## src/rtl/rmrt_pkg.sv

```systemverilog
// Package for the retransmission timer table: types, codes and sizes.
`default_nettype none
package rmrt_pkg;

  localparam int unsigned TableDepth = 16;
  localparam int unsigned IdxW = $clog2(TableDepth);
  localparam int unsigned CntW = $clog2(TableDepth + 1);

  typedef enum logic [1:0] {
    CmdInsert = 2'd0,
    CmdTick   = 2'd1,
    CmdAck    = 2'd2,
    CmdNone   = 2'd3
  } cmd_e;

  typedef enum logic [2:0] {
    EvInserted = 3'd0,
    EvFull     = 3'd1,
    EvDup      = 3'd2,
    EvRemoved  = 3'd3,
    EvNotFound = 3'd4,
    EvResend   = 3'd5,
    EvExceeded = 3'd6,
    EvTickDone = 3'd7
  } event_e;

  typedef struct packed {
    logic [1:0]  command;
    logic [31:0] msg_id;
    logic [15:0] timeout_ms;
    logic [7:0]  max_resends;
    logic [15:0] elapsed_ms;
  } in_word_t;

  typedef struct packed {
    logic [2:0]  event_res;
    logic [31:0] msg_id_res;
    logic [4:0]  entry_count;
    logic [4:0]  exceeded_count;
    logic        last;
  } out_word_t;

  typedef enum logic [2:0] {
    StIdle,
    StSearch,
    StShiftUp,
    StShiftDown,
    StTick,
    StDone
  } state_e;

  // Controller to datapath commands.
  typedef struct packed {
    logic load;      // capture input word, clear index
    logic idx_inc;   // step index up
    logic idx_dec;   // step index down
    logic set_idx_count; // index = held count
    logic shift_up;  // slot[idx] = slot[idx-1]
    logic place;     // write new entry at idx, count up
    logic shift_down; // slot[idx] = slot[idx+1]
    logic drop_over; // entry at idx leaves: fix exceeded count
    logic remove;    // count down
    logic tick_step; // update entry at idx
    logic emit;      // emit a result this cycle
    logic [2:0] ev;
    logic use_entry_id; // report stored id rather than input id
    logic is_last;
  } ctl_t;

  // Datapath to controller status.
  typedef struct packed {
    cmd_e command;
    logic full;
    logic idx_at_end;   // idx >= held count
    logic id_match;     // entry[idx] id equals input id
    logic prev_greater; // idx>0 and entry[idx-1] id > input id
    logic idx_last;     // idx+1 >= held count
    logic expire;       // entry at idx expires on this tick
    logic will_exceed;  // and has no resends left, not yet exceeded
    logic resend;       // and has resends left
  } stat_t;

endpackage
`default_nettype wire

```

## src/rtl/rmrt_datapath.sv

```systemverilog
// Datapath of the retransmission timer table: entry store, index and counts.
`default_nettype none
module rmrt_datapath (
  input  wire logic              clk_i,
  input  wire logic              rst_ni,
  input  wire rmrt_pkg::in_word_t in_i,
  input  wire rmrt_pkg::ctl_t    ctl_i,
  output rmrt_pkg::stat_t        stat_o,
  output rmrt_pkg::out_word_t    out_o,
  output logic                   strobe_o
);
  localparam int unsigned D = rmrt_pkg::TableDepth;
  localparam int unsigned IW = rmrt_pkg::IdxW;
  localparam int unsigned CW = rmrt_pkg::CntW;

  logic [31:0] id_q [D];
  logic [15:0] el_q [D];
  logic [15:0] to_q [D];
  logic [7:0]  lim_q [D];
  logic [7:0]  rs_q [D];
  logic        ex_q [D];

  rmrt_pkg::in_word_t req_q;
  logic [CW-1:0] held_q, over_q, held_d, over_d;
  logic [CW-1:0] idx_q;
  logic [IW-1:0] ix, ixm, ixp;
  logic [16:0] sum;
  logic [15:0] sat;
  rmrt_pkg::out_word_t out_q;
  logic strobe_q;

  assign ix  = idx_q[IW-1:0];
  assign ixm = IW'(idx_q - CW'(1));
  assign ixp = IW'(idx_q + CW'(1));
  assign sum = {1'b0, el_q[ix]} + {1'b0, req_q.elapsed_ms};
  assign sat = sum[16] ? 16'hFFFF : sum[15:0];

  // Status toward the controller.
  always_comb begin
    stat_o.command      = rmrt_pkg::cmd_e'(req_q.command);
    stat_o.full         = held_q >= CW'(D);
    stat_o.idx_at_end   = idx_q >= held_q;
    stat_o.id_match     = id_q[ix] == req_q.msg_id;
    stat_o.prev_greater = (idx_q != '0) && (id_q[ixm] > req_q.msg_id);
    stat_o.idx_last     = (idx_q + CW'(1)) >= held_q;
    stat_o.expire       = sat >= to_q[ix];
    stat_o.resend       = stat_o.expire && (rs_q[ix] < lim_q[ix]);
    stat_o.will_exceed  = stat_o.expire && !(rs_q[ix] < lim_q[ix]) && !ex_q[ix];
  end

  // Counts. The exceeded count is fixed while the leaving entry is still at idx.
  always_comb begin
    held_d = held_q;
    over_d = over_q;
    if (ctl_i.place) held_d = held_q + CW'(1);
    if (ctl_i.remove) held_d = held_q - CW'(1);
    if (ctl_i.drop_over && ex_q[ix] && over_q != '0) over_d = over_q - CW'(1);
    if (ctl_i.tick_step && stat_o.will_exceed) over_d = over_q + CW'(1);
  end

  always_ff @(posedge clk_i or negedge rst_ni) begin
    if (!rst_ni) begin
      held_q   <= '0;
      over_q   <= '0;
      idx_q    <= '0;
      strobe_q <= 1'b0;
    end else begin
      held_q   <= held_d;
      over_q   <= over_d;
      strobe_q <= ctl_i.emit;
      if (ctl_i.load) idx_q <= '0;
      else if (ctl_i.set_idx_count) idx_q <= held_q;
      else if (ctl_i.idx_inc) idx_q <= idx_q + CW'(1);
      else if (ctl_i.idx_dec) idx_q <= idx_q - CW'(1);
    end
  end

  // Captured request and result register.
  always_ff @(posedge clk_i) begin
    if (ctl_i.load) req_q <= in_i;
    if (ctl_i.emit) begin
      out_q.event_res      <= ctl_i.ev;
      out_q.msg_id_res     <= ctl_i.ev == rmrt_pkg::EvTickDone ? 32'd0 :
                              ctl_i.use_entry_id ? id_q[ix] : req_q.msg_id;
      out_q.entry_count    <= held_d;
      out_q.exceeded_count <= over_d;
      out_q.last           <= ctl_i.is_last;
    end
  end

  // Entry store updates, one slot per cycle.
  always_ff @(posedge clk_i) begin
    if (ctl_i.shift_up) begin
      id_q[ix] <= id_q[ixm]; el_q[ix] <= el_q[ixm]; to_q[ix] <= to_q[ixm];
      lim_q[ix] <= lim_q[ixm]; rs_q[ix] <= rs_q[ixm]; ex_q[ix] <= ex_q[ixm];
    end else if (ctl_i.shift_down) begin
      id_q[ix] <= id_q[ixp]; el_q[ix] <= el_q[ixp]; to_q[ix] <= to_q[ixp];
      lim_q[ix] <= lim_q[ixp]; rs_q[ix] <= rs_q[ixp]; ex_q[ix] <= ex_q[ixp];
    end else if (ctl_i.place) begin
      id_q[ix] <= req_q.msg_id; el_q[ix] <= '0; to_q[ix] <= req_q.timeout_ms;
      lim_q[ix] <= req_q.max_resends; rs_q[ix] <= '0; ex_q[ix] <= 1'b0;
    end else if (ctl_i.tick_step) begin
      if (stat_o.resend) begin
        el_q[ix] <= '0;
        rs_q[ix] <= rs_q[ix] + 8'd1;
      end else begin
        el_q[ix] <= sat;
      end
      if (stat_o.will_exceed) ex_q[ix] <= 1'b1;
    end
  end

  assign out_o    = out_q;
  assign strobe_o = strobe_q;

  a_held_range: assert property (@(posedge clk_i) disable iff (!rst_ni)
    held_q <= CW'(D)) else $error("held count beyond depth");
  a_over_le_held: assert property (@(posedge clk_i) disable iff (!rst_ni)
    over_q <= held_q) else $error("exceeded count beyond held count");
  a_no_place_full: assert property (@(posedge clk_i) disable iff (!rst_ni)
    ctl_i.place |-> !stat_o.full) else $error("insert into full table");
endmodule
`default_nettype wire

```

## src/rtl/rmrt_ctrl.sv

```systemverilog
// Controller state machine of the retransmission timer table.
`default_nettype none
module rmrt_ctrl (
  input  wire logic         clk_i,
  input  wire logic         rst_ni,
  input  wire logic         start_i,
  output logic              busy_o,
  output logic              load_o,
  input  wire rmrt_pkg::stat_t stat_i,
  output rmrt_pkg::ctl_t    ctl_o
);
  rmrt_pkg::state_e state_q, state_d;

  assign busy_o = state_q != rmrt_pkg::StIdle;
  assign load_o = start_i && !busy_o;

  always_ff @(posedge clk_i or negedge rst_ni) begin
    if (!rst_ni) state_q <= rmrt_pkg::StIdle;
    else state_q <= state_d;
  end

  // Next state.
  always_comb begin
    state_d = state_q;
    unique case (state_q)
      rmrt_pkg::StIdle: if (load_o) state_d = rmrt_pkg::StSearch;
      rmrt_pkg::StSearch: begin
        unique case (stat_i.command)
          rmrt_pkg::CmdInsert: begin
            if (stat_i.full) state_d = rmrt_pkg::StDone;
            else if (stat_i.idx_at_end) state_d = rmrt_pkg::StShiftUp;
            else if (stat_i.id_match) state_d = rmrt_pkg::StDone;
          end
          rmrt_pkg::CmdAck: begin
            if (stat_i.idx_at_end) state_d = rmrt_pkg::StDone;
            else if (stat_i.id_match) state_d = rmrt_pkg::StShiftDown;
          end
          rmrt_pkg::CmdTick: state_d = rmrt_pkg::StTick;
          default: state_d = rmrt_pkg::StDone;
        endcase
      end
      rmrt_pkg::StShiftUp: if (!stat_i.prev_greater) state_d = rmrt_pkg::StDone;
      rmrt_pkg::StShiftDown: if (stat_i.idx_last) state_d = rmrt_pkg::StDone;
      rmrt_pkg::StTick: if (stat_i.idx_at_end) state_d = rmrt_pkg::StDone;
      rmrt_pkg::StDone: state_d = rmrt_pkg::StIdle;
      default: state_d = rmrt_pkg::StIdle;
    endcase
  end

  // Outputs.
  always_comb begin
    ctl_o = '0;
    ctl_o.load = load_o;
    ctl_o.ev = rmrt_pkg::EvInserted;
    unique case (state_q)
      rmrt_pkg::StIdle: ;
      rmrt_pkg::StSearch: begin
        unique case (stat_i.command)
          rmrt_pkg::CmdInsert: begin
            if (stat_i.full) begin
              ctl_o.emit = 1'b1; ctl_o.ev = rmrt_pkg::EvFull; ctl_o.is_last = 1'b1;
            end else if (stat_i.idx_at_end) begin
              ctl_o.set_idx_count = 1'b1;
            end else if (stat_i.id_match) begin
              ctl_o.emit = 1'b1; ctl_o.ev = rmrt_pkg::EvDup; ctl_o.is_last = 1'b1;
            end else ctl_o.idx_inc = 1'b1;
          end
          rmrt_pkg::CmdAck: begin
            if (stat_i.idx_at_end) begin
              ctl_o.emit = 1'b1; ctl_o.ev = rmrt_pkg::EvNotFound;
              ctl_o.is_last = 1'b1;
            end else if (!stat_i.id_match) ctl_o.idx_inc = 1'b1;
            else ctl_o.drop_over = 1'b1;
          end
          default: ;
        endcase
      end
      rmrt_pkg::StShiftUp: begin
        if (stat_i.prev_greater) begin
          ctl_o.shift_up = 1'b1; ctl_o.idx_dec = 1'b1;
        end else begin
          ctl_o.place = 1'b1; ctl_o.emit = 1'b1;
          ctl_o.ev = rmrt_pkg::EvInserted; ctl_o.is_last = 1'b1;
        end
      end
      rmrt_pkg::StShiftDown: begin
        if (stat_i.idx_last) begin
          ctl_o.remove = 1'b1; ctl_o.emit = 1'b1;
          ctl_o.ev = rmrt_pkg::EvRemoved; ctl_o.is_last = 1'b1;
        end else begin
          ctl_o.shift_down = 1'b1; ctl_o.idx_inc = 1'b1;
        end
      end
      rmrt_pkg::StTick: begin
        if (stat_i.idx_at_end) begin
          ctl_o.emit = 1'b1; ctl_o.ev = rmrt_pkg::EvTickDone; ctl_o.is_last = 1'b1;
        end else begin
          ctl_o.tick_step = 1'b1; ctl_o.idx_inc = 1'b1;
          ctl_o.use_entry_id = 1'b1;
          if (stat_i.resend) begin
            ctl_o.emit = 1'b1; ctl_o.ev = rmrt_pkg::EvResend;
          end else if (stat_i.will_exceed) begin
            ctl_o.emit = 1'b1; ctl_o.ev = rmrt_pkg::EvExceeded;
          end
        end
      end
      rmrt_pkg::StDone: ;
      default: ;
    endcase
  end

  a_load_idle: assert property (@(posedge clk_i) disable iff (!rst_ni)
    load_o |=> state_q == rmrt_pkg::StSearch) else $error("start not taken");
  a_last_ends: assert property (@(posedge clk_i) disable iff (!rst_ni)
    (ctl_o.emit && ctl_o.is_last) |=> !load_o) else $error("start during last");
  a_one_write: assert property (@(posedge clk_i) disable iff (!rst_ni)
    $onehot0({ctl_o.shift_up, ctl_o.shift_down, ctl_o.place, ctl_o.tick_step}))
    else $error("two store writes at once");
endmodule
`default_nettype wire

```

## src/rtl/reliable_message_retransmit_table.sv

```systemverilog
// Top level of the retransmission timer table.
// An insert searches for a duplicate, then moves sorted slots up and places the new entry.
// A tick steps through the store one entry per cycle.
// An acknowledge searches for the id, then shifts the later entries down.
// Results appear in the cycle after their step, one per strobe; the receiver cannot stall.
// Reset clears the state machine and both counts; slot contents are not cleared.
`default_nettype none
module reliable_message_retransmit_table (
  input  wire logic                 clk_i,
  input  wire logic                 rst_ni,
  input  wire logic                 start,
  output logic                      busy,
  input  wire rmrt_pkg::in_word_t   in_i,
  output logic                      strobe,
  output rmrt_pkg::out_word_t       out_o
);
  rmrt_pkg::ctl_t  ctl;
  rmrt_pkg::stat_t stat;
  logic load;

  rmrt_ctrl u_ctrl (
    .clk_i, .rst_ni, .start_i(start), .busy_o(busy), .load_o(load),
    .stat_i(stat), .ctl_o(ctl)
  );

  rmrt_datapath u_dp (
    .clk_i, .rst_ni, .in_i, .ctl_i(ctl), .stat_o(stat), .out_o, .strobe_o(strobe)
  );

  a_load: assert property (@(posedge clk_i) disable iff (!rst_ni)
    load == (start && !busy)) else $error("load mismatch");
  a_strobe: assert property (@(posedge clk_i) disable iff (!rst_ni)
    ctl.emit |=> strobe) else $error("result lost");
  a_cmd_none: assert property (@(posedge clk_i) disable iff (!rst_ni)
    (load && in_i.command == rmrt_pkg::CmdNone) |=> ##1 !strobe)
    else $error("result on unused code");
endmodule
`default_nettype wire

```

## config.mk

```make
export PLATFORM = sky130hd
export DESIGN_NAME = reliable_message_retransmit_table
export DESIGN_NICKNAME = d
export VERILOG_FILES = /design/src/rtl/rmrt_pkg.sv /design/src/rtl/rmrt_datapath.sv /design/src/rtl/rmrt_ctrl.sv /design/src/rtl/reliable_message_retransmit_table.sv
export SDC_FILE = /design/constraint.sdc
export NUM_CORES = 2
export LEC_CHECK = 0
export ABC_AREA = 1
export ABC_CLOCK_PERIOD_IN_PS = 10000
export BUFFER_PORTS_ARGS = -buffer_cell sky130_fd_sc_hd__buf_2
export CAP_MARGIN = 10
export CORE_MARGIN = 2
export CORE_UTILIZATION = 49
export DETAILED_ROUTE_END_ITERATION = 12
export GPL_ROUTABILITY_DRIVEN = 0
export MAX_ROUTING_LAYER = met4
export SYNTH_ARGS = -nofsm -noshare
export SYNTH_HDL_FRONTEND = slang
export SYNTH_SLANG_ARGS = --single-unit
```

## constraint.sdc

```tcl
create_clock -name clk_i -period 10 [get_ports clk_i]
set_clock_uncertainty 0.2 [all_clocks]
set_input_delay 2.5 -clock clk_i [delete_from_list [all_inputs] [get_ports clk_i]]
set_output_delay 2.5 -clock clk_i [all_outputs]
set_load 0.01 [all_outputs]
```

# == Yosys cells after proc, flatten, opt, wreduce, memory -nomap -nowiden ==
# Memories as Yosys holds them, arrays and structs flattened.
# Cells that the tools add are included.
# op_classes
add_sub_neg,8
order_cmp,6
eq_ne,14
muxes,101
bitwise,16
n_reduce_logical,18
# ops
operator,n
$mux 16,7
$mux 32,3
$mux 1,51
$mux 5,8
$mux 8,5
$mux 4,9
$eq 32x32->1,1
$gt 32x32->1,1
$mux 3,9
$add 16x16->17,1
$ge 16x16->1,1
$or 1x1->1,16
$pmux 4 s4,1
$add 5x1->5 const B,3
$pmux 3 s5,1
$sub 5x1->5 const B,3
$ge 5x5->1,2
$reduce_bool 5->1,2
$pmux 3 s3,1
$add 8x1->8 const B,1
$logic_and 1x1->1,8
$lt 8x8->1,1
$ne 2x2->1 const B,4
$pmux 4 s2,1
18 further kinds,23
# totals
regBits,139
ram_bits,1296
in_bits,77
output_inout_bits,48
wordCells,184
mem_count,6
# mem_list
memory,words,width,rd,rd_ports_with_merged_regs,wr,line_no,rtl
u_dp.id_q,16,32,3,0,1,rmrt_datapath.sv:16,logic [31:0] id_q [D];
u_dp.el_q,16,16,3,0,1,rmrt_datapath.sv:17,logic [15:0] el_q [D];
u_dp.to_q,16,16,3,0,1,rmrt_datapath.sv:18,logic [15:0] to_q [D];
u_dp.lim_q,16,8,3,0,1,rmrt_datapath.sv:19,logic [7:0] lim_q [D];
u_dp.rs_q,16,8,3,0,1,rmrt_datapath.sv:20,logic [7:0] rs_q [D];
u_dp.ex_q,16,1,3,0,1,rmrt_datapath.sv:21,logic ex_q [D];

# == Logic depth before layout (Yosys ltp) ==
# An unclocked memory read counts as a cell.
# logic_depth
depth_word,13
depth_mapped,48
ltp_nobuf,40

# == By module ==
# From an unflattened synthesis, not the netlist that was laid out.
# unflattened
hier_cells,8716
hier_area_um2,78754.3
# modules_own_cells
module,n_inst,cells_each,area_per_inst_um2,seq_area_each_um2
rmrt_datapath,1,8618,78240.0,42921.2
rmrt_ctrl,1,98,514.2,75.1

# == Worst setup path before layout ==
# Ideal clock, no wire load.
# synth_path
path_kind,register to register
startpoint,register u_dp.idx_q[0]
endpoint,"register u_dp.out_q, in the netlist u_dp.out_o[0] (enable)"
setup_ps,693
arrival_time_ps,6400
required_ps,9107
path_slack_ps,2707
stages_incl_launch_ff,46
n_path_buf,9
period_less_slack_ps,7293
cell_sequence,dfrtp_1 > buf_6 > buf_6 > buf_6 > buf_6 > buf_2 > buf_2 > buf_2 > buf_2 > clkbuf_1 > a21oi_1 > o21ai_0 > o21ai_0 > nand2_1 > nand4_1 > ha_1 > fa_1 > nand2_1 > [... 10 more ...] > o21ai_0 > nand3_1 > nand2_1 > nand2_1 > nand3_1 > ha_1 > nand2_1 > inv_1 > nand3_1 > inv_1 > a21oi_1 > nand3_1 > nand2_1 > inv_1 > nand3_1 > nand2_1 > inv_1 > nand3_1
# synth_lines
item,line_no,rtl
start: declaration,rmrt_datapath.sv:25,logic [CW-1:0] idx_q;
start signal: assignment,rmrt_datapath.sv:72,else if (ctl_i.set_idx_count) idx_q <= held_q;
start signal: assignment,rmrt_datapath.sv:73,else if (ctl_i.idx_inc) idx_q <= idx_q + CW'(1);
start signal: assignment,rmrt_datapath.sv:74,else if (ctl_i.idx_dec) idx_q <= idx_q - CW'(1);
end: declaration,rmrt_datapath.sv:29,rmrt_pkg::out_word_t out_q;

# == Final worst setup path ==
# layout_path
startpoint,register u_dp.idx_q[1]
endpoint,memory u_dp.id_q[5][25] (data pin)
# layout_between
elab_chain_len,11
word_cells_on_any_way,21
classes_between,add/sub: 2; order compare: 2; mux: 14; reduce/logical: 2; memory: 1
# layout_rtl
item,line_no,rtl
$sub 5x1->5,--,
$mem_v2 16x32,--,
$gt 32x32->1,rmrt_datapath.sv:44,stat_o.prev_greater = (idx_q != '0) && (id_q[ixm] > req_q.msg_id);
$logic_and 1x1->1,rmrt_datapath.sv:44,
$mux 1,rmrt_ctrl.sv:79,if (stat_i.prev_greater) begin
$mux 2,rmrt_ctrl.sv:55,unique case (state_q)
$mux 1,rmrt_datapath.sv:99,end else if (ctl_i.place) begin
$mux 1,rmrt_datapath.sv:96,end else if (ctl_i.shift_down) begin
$mux 1,rmrt_datapath.sv:93,if (ctl_i.shift_up) begin
$mux 1 (not written as such),rmrt_datapath.sv:100,id_q[ix] <= req_q.msg_id; el_q[ix] <= '0; to_q[ix] <= req_q.timeout_ms;
$mux 32 (no line) *,--,
end: declaration,rmrt_datapath.sv:16,
# Every way passes the cells marked *; elsewhere a longest branch is shown, timed or not.

==> run_results.csv <==
group,metric,value,unit
timing,rsz0062_at_grt,"false",
job,maxCapViolCount,0,
floorplanning,rows,148,
clock_network,cts-resized-gates,0,
floorplanning,top_level_ports,125,
drt,routed_wl,270.1,mm
critical_path,worst-endpoint-required,10350,ps
drt,wire_per_inst,23.49,um
timing,worst_pin_slew,1246,ps
timing,fmax,124.4,MHz
logic_synthesis,seq_area_frac_synth,53.66,%
logic_synthesis,syn_area,0.08013,sq mm
clock_network,insertion_delay,820,ps
logic_synthesis,yosys.area.top_type,"edfxtp_1",
timing,setup_tns,0,ps
logic_synthesis,synth-async-reset-ratio,1.324,%
final_layout,final_common_cell,"nand2_1",
drt,drtIter0Drc,8391,
logic_synthesis,synthCells,9386,
clock_network,h-tree-depth,4,
critical_path,critical_path_buf_inv_count,5,
floorplanning,die_w,408.4,um
clock_network,clock_sinks,1435,
worst_hold_path,hp-class,"register to register",
critical_path,cp_slowest_cell,"dfrtp_4",
clock_network,clockRootBuffer,"clkbuf_16",
critical_path,path_class,"register to register",
drt,ant_nets,0,
logic_synthesis,synth_area_leaders,"edfxtp_1, nand2_1, o21ai_0",
timing,drv_slew,0,
global_route,grt_max_degree,237,
logic_synthesis,synth-edff-count,1416,
clock_network,tritoncts,"yes",
clock_network,holdBufCountCts,0,
logic_synthesis,ys_ff_latch,1435,
global_route,grtUsageTotal,32.52,%
final_layout,synthToLayoutAreaGrowth,9.434,%
timing,finalCritPeriodShare,80.41,%
worst_hold_path,min-delay-start,"u_dp.over_q[0]",
final_layout,drive_gt1_share,6.566,%
critical_path,cp.arrival,8390,ps
logic_synthesis,synth_top_area_share,53.06,%
global_route,grt_pass1_wl,395.5,mm
critical_path,cpMostUsedCell,"buf_4",
critical_path,critPathMaxFanout,69,
clock_network,cts_made_buffers,161,
timing,slew_headroom,16.86,%
global_route,antenna_found_initial,2,
floorplanning,chipHeight,408.4,um
drt,drc_errors,0,
place,hpwl,152.3,mm
status,status,"complete, no violations",
timing,setup_violations,0,
timing,period_needed,8041,ps
floorplanning,start_util,49.29,%
global_route,grt_pass1_vias,62040,
clock_network,cts_buffer_depth,3,
drt,vias,68780,
floorplanning,coreArea,0.1626,sq mm
drt,vias_per_cell,5.981,
critical_path,path_cells,"inv_6 -> ha_1 -> xnor2_2 -> buf_4 -> buf_4 -> o21ai_0 -> o22ai_1 -> nor2_1 -> a31oi_1 -> ha_1 -> nand2_1 -> nor4_1 -> and2_1 -> a22oi_1 -> nand2_1 -> nand2_4 -> buf_4 -> o21ai_0 -> buf_4",
clock_network,clk_transition_reported_paths,60,ps
timing,final-hold-violation-count,0,
drt,first_pass_iters,6,
global_route,grt_overflow_total,0,
logic_synthesis,synth_nets,9555,
clock_network,post-cts-setup-buffers,0,
floorplanning,dieArea,0.1668,sq mm
logic_synthesis,ys_types,54,
final_layout,final_cell_mix,"nand2_1, o21ai_0, edfxtp_1, nor2_1, inv_1",
critical_path,start_kind,"register",
final_layout,final_net_count,9359,
critical_path,startpoint,"u_dp.idx_q[1]",
critical_path,regToRegStartpoint,"u_dp.idx_q[1]",
logic_synthesis,ys_warn_count,0,
critical_path,cpLargestDelayFamily,"buffers and inverters",
critical_path,critPathMaxStageDelay,930,ps
place,io_buffers,124,
critical_path,cp-end-kind,"register",
logic_synthesis,synth_area_per_cell,8.538,sq um
logic_synthesis,synth_top_flop_cell,"edfxtp_1",
==> flip-flops by register name (all words and copies together), names as in the netlist, 3 cells and up <==
signal,cells
u_dp.el_q,256
u_ctrl.state_q,3
u_dp.lim_q,128
u_dp.to_q,256
u_dp.idx_q,5
u_dp.id_q,512
u_dp.rs_q,128
u_dp.held_q,5
u_dp.over_q,5
u_dp.out_o,46
u_dp.ex_q,16
u_dp.req_q,72
==> cell usage after synthesis, types with 34 or more instances <==
cell / count
o21ai_0: 1476
nand4_1: 41
buf_2: 219
nor2_1: 896
ha_1: 91
mux2i_1: 84
a21oi_1: 489
o31ai_1: 42
a31oi_1: 41
edfxtp_1: 1416
nor3_1: 34
o22ai_1: 98
o211ai_1: 210
buf_1: 45
o21ai_1: 53
nand2_1: 2579
a32o_1: 61
clkbuf_1: 375
nand3_1: 217
inv_1: 650
a211oi_1: 41
==> worst paths after layout <==
check,slack (ps),depth (start not counted),to
worst max-delay path,1960,19,u_dp.id_q[5][25]
worst min-delay path,360,1,u_dp.over_q[0]
worst max register to register,1960,19,u_dp.id_q[5][25]
worst min register to register,360,1,u_dp.over_q[0]
max in group asynchronous,7640,1,u_dp.idx_q[1]
min in group asynchronous,1490,1,u_dp.strobe_o
==> logic make-up (layout without fill, tap and decap cells) <==
group | Yosys count | count (layout) | synth area share (%)
buf+inv | 1340 | 1275 | 6.862
xor+xnor | 23 | 23 | 0.2608
simple gates | 3791 | 3791 | 18.39
other cells | 0 | 3 | 0
mux | 84 | 84 | 1.049
fa+ha+maj | 92 | 92 | 1.446
compound gates | 2621 | 2621 | 18.34
flops | 1435 | 1435 | 53.66
==> cell type report <==
cell class	instances	area [sq um]
diodes	3	7.507
clock buffers	204	4334
clock inverters	90	942.2
fillers	14630	74890
inverters	661	2529
multi-input cells	6611	31860
flip-flops and latches	1435	43000
well taps	2175	2721
repair buffers	320	2296
==> through the flow <==
step	area (sq um)	setup WS [ps]	cells	util (%)	hold WS, ps
after global routing	87690	1226	11500	53.93	370.8
after CTS	87690	2010	11500	53.93	358.1
after global placement	82400	1898	11200	50.68	324.9
final	87690	1959	11500	53.94	364.4
after detailed placement	82410	2034	11200	50.69	340.8
after floorplan	80130	2707	9386	-	270.4
==> metal layers <==
metal	part of all wire (%)	track usage, %	vias up	wire [um]
li1	-	-	31960	-
met1	42	44.23	32730	112700
met2	45	49.59	3443	121700
met3	9.2	4.500	650	24910
met4	4.0	12.41	0	10830
met5	0	-	-	0
Power is not shown: default switching activity piles up to over one toggle a cycle in this logic, so the estimate is an artifact.
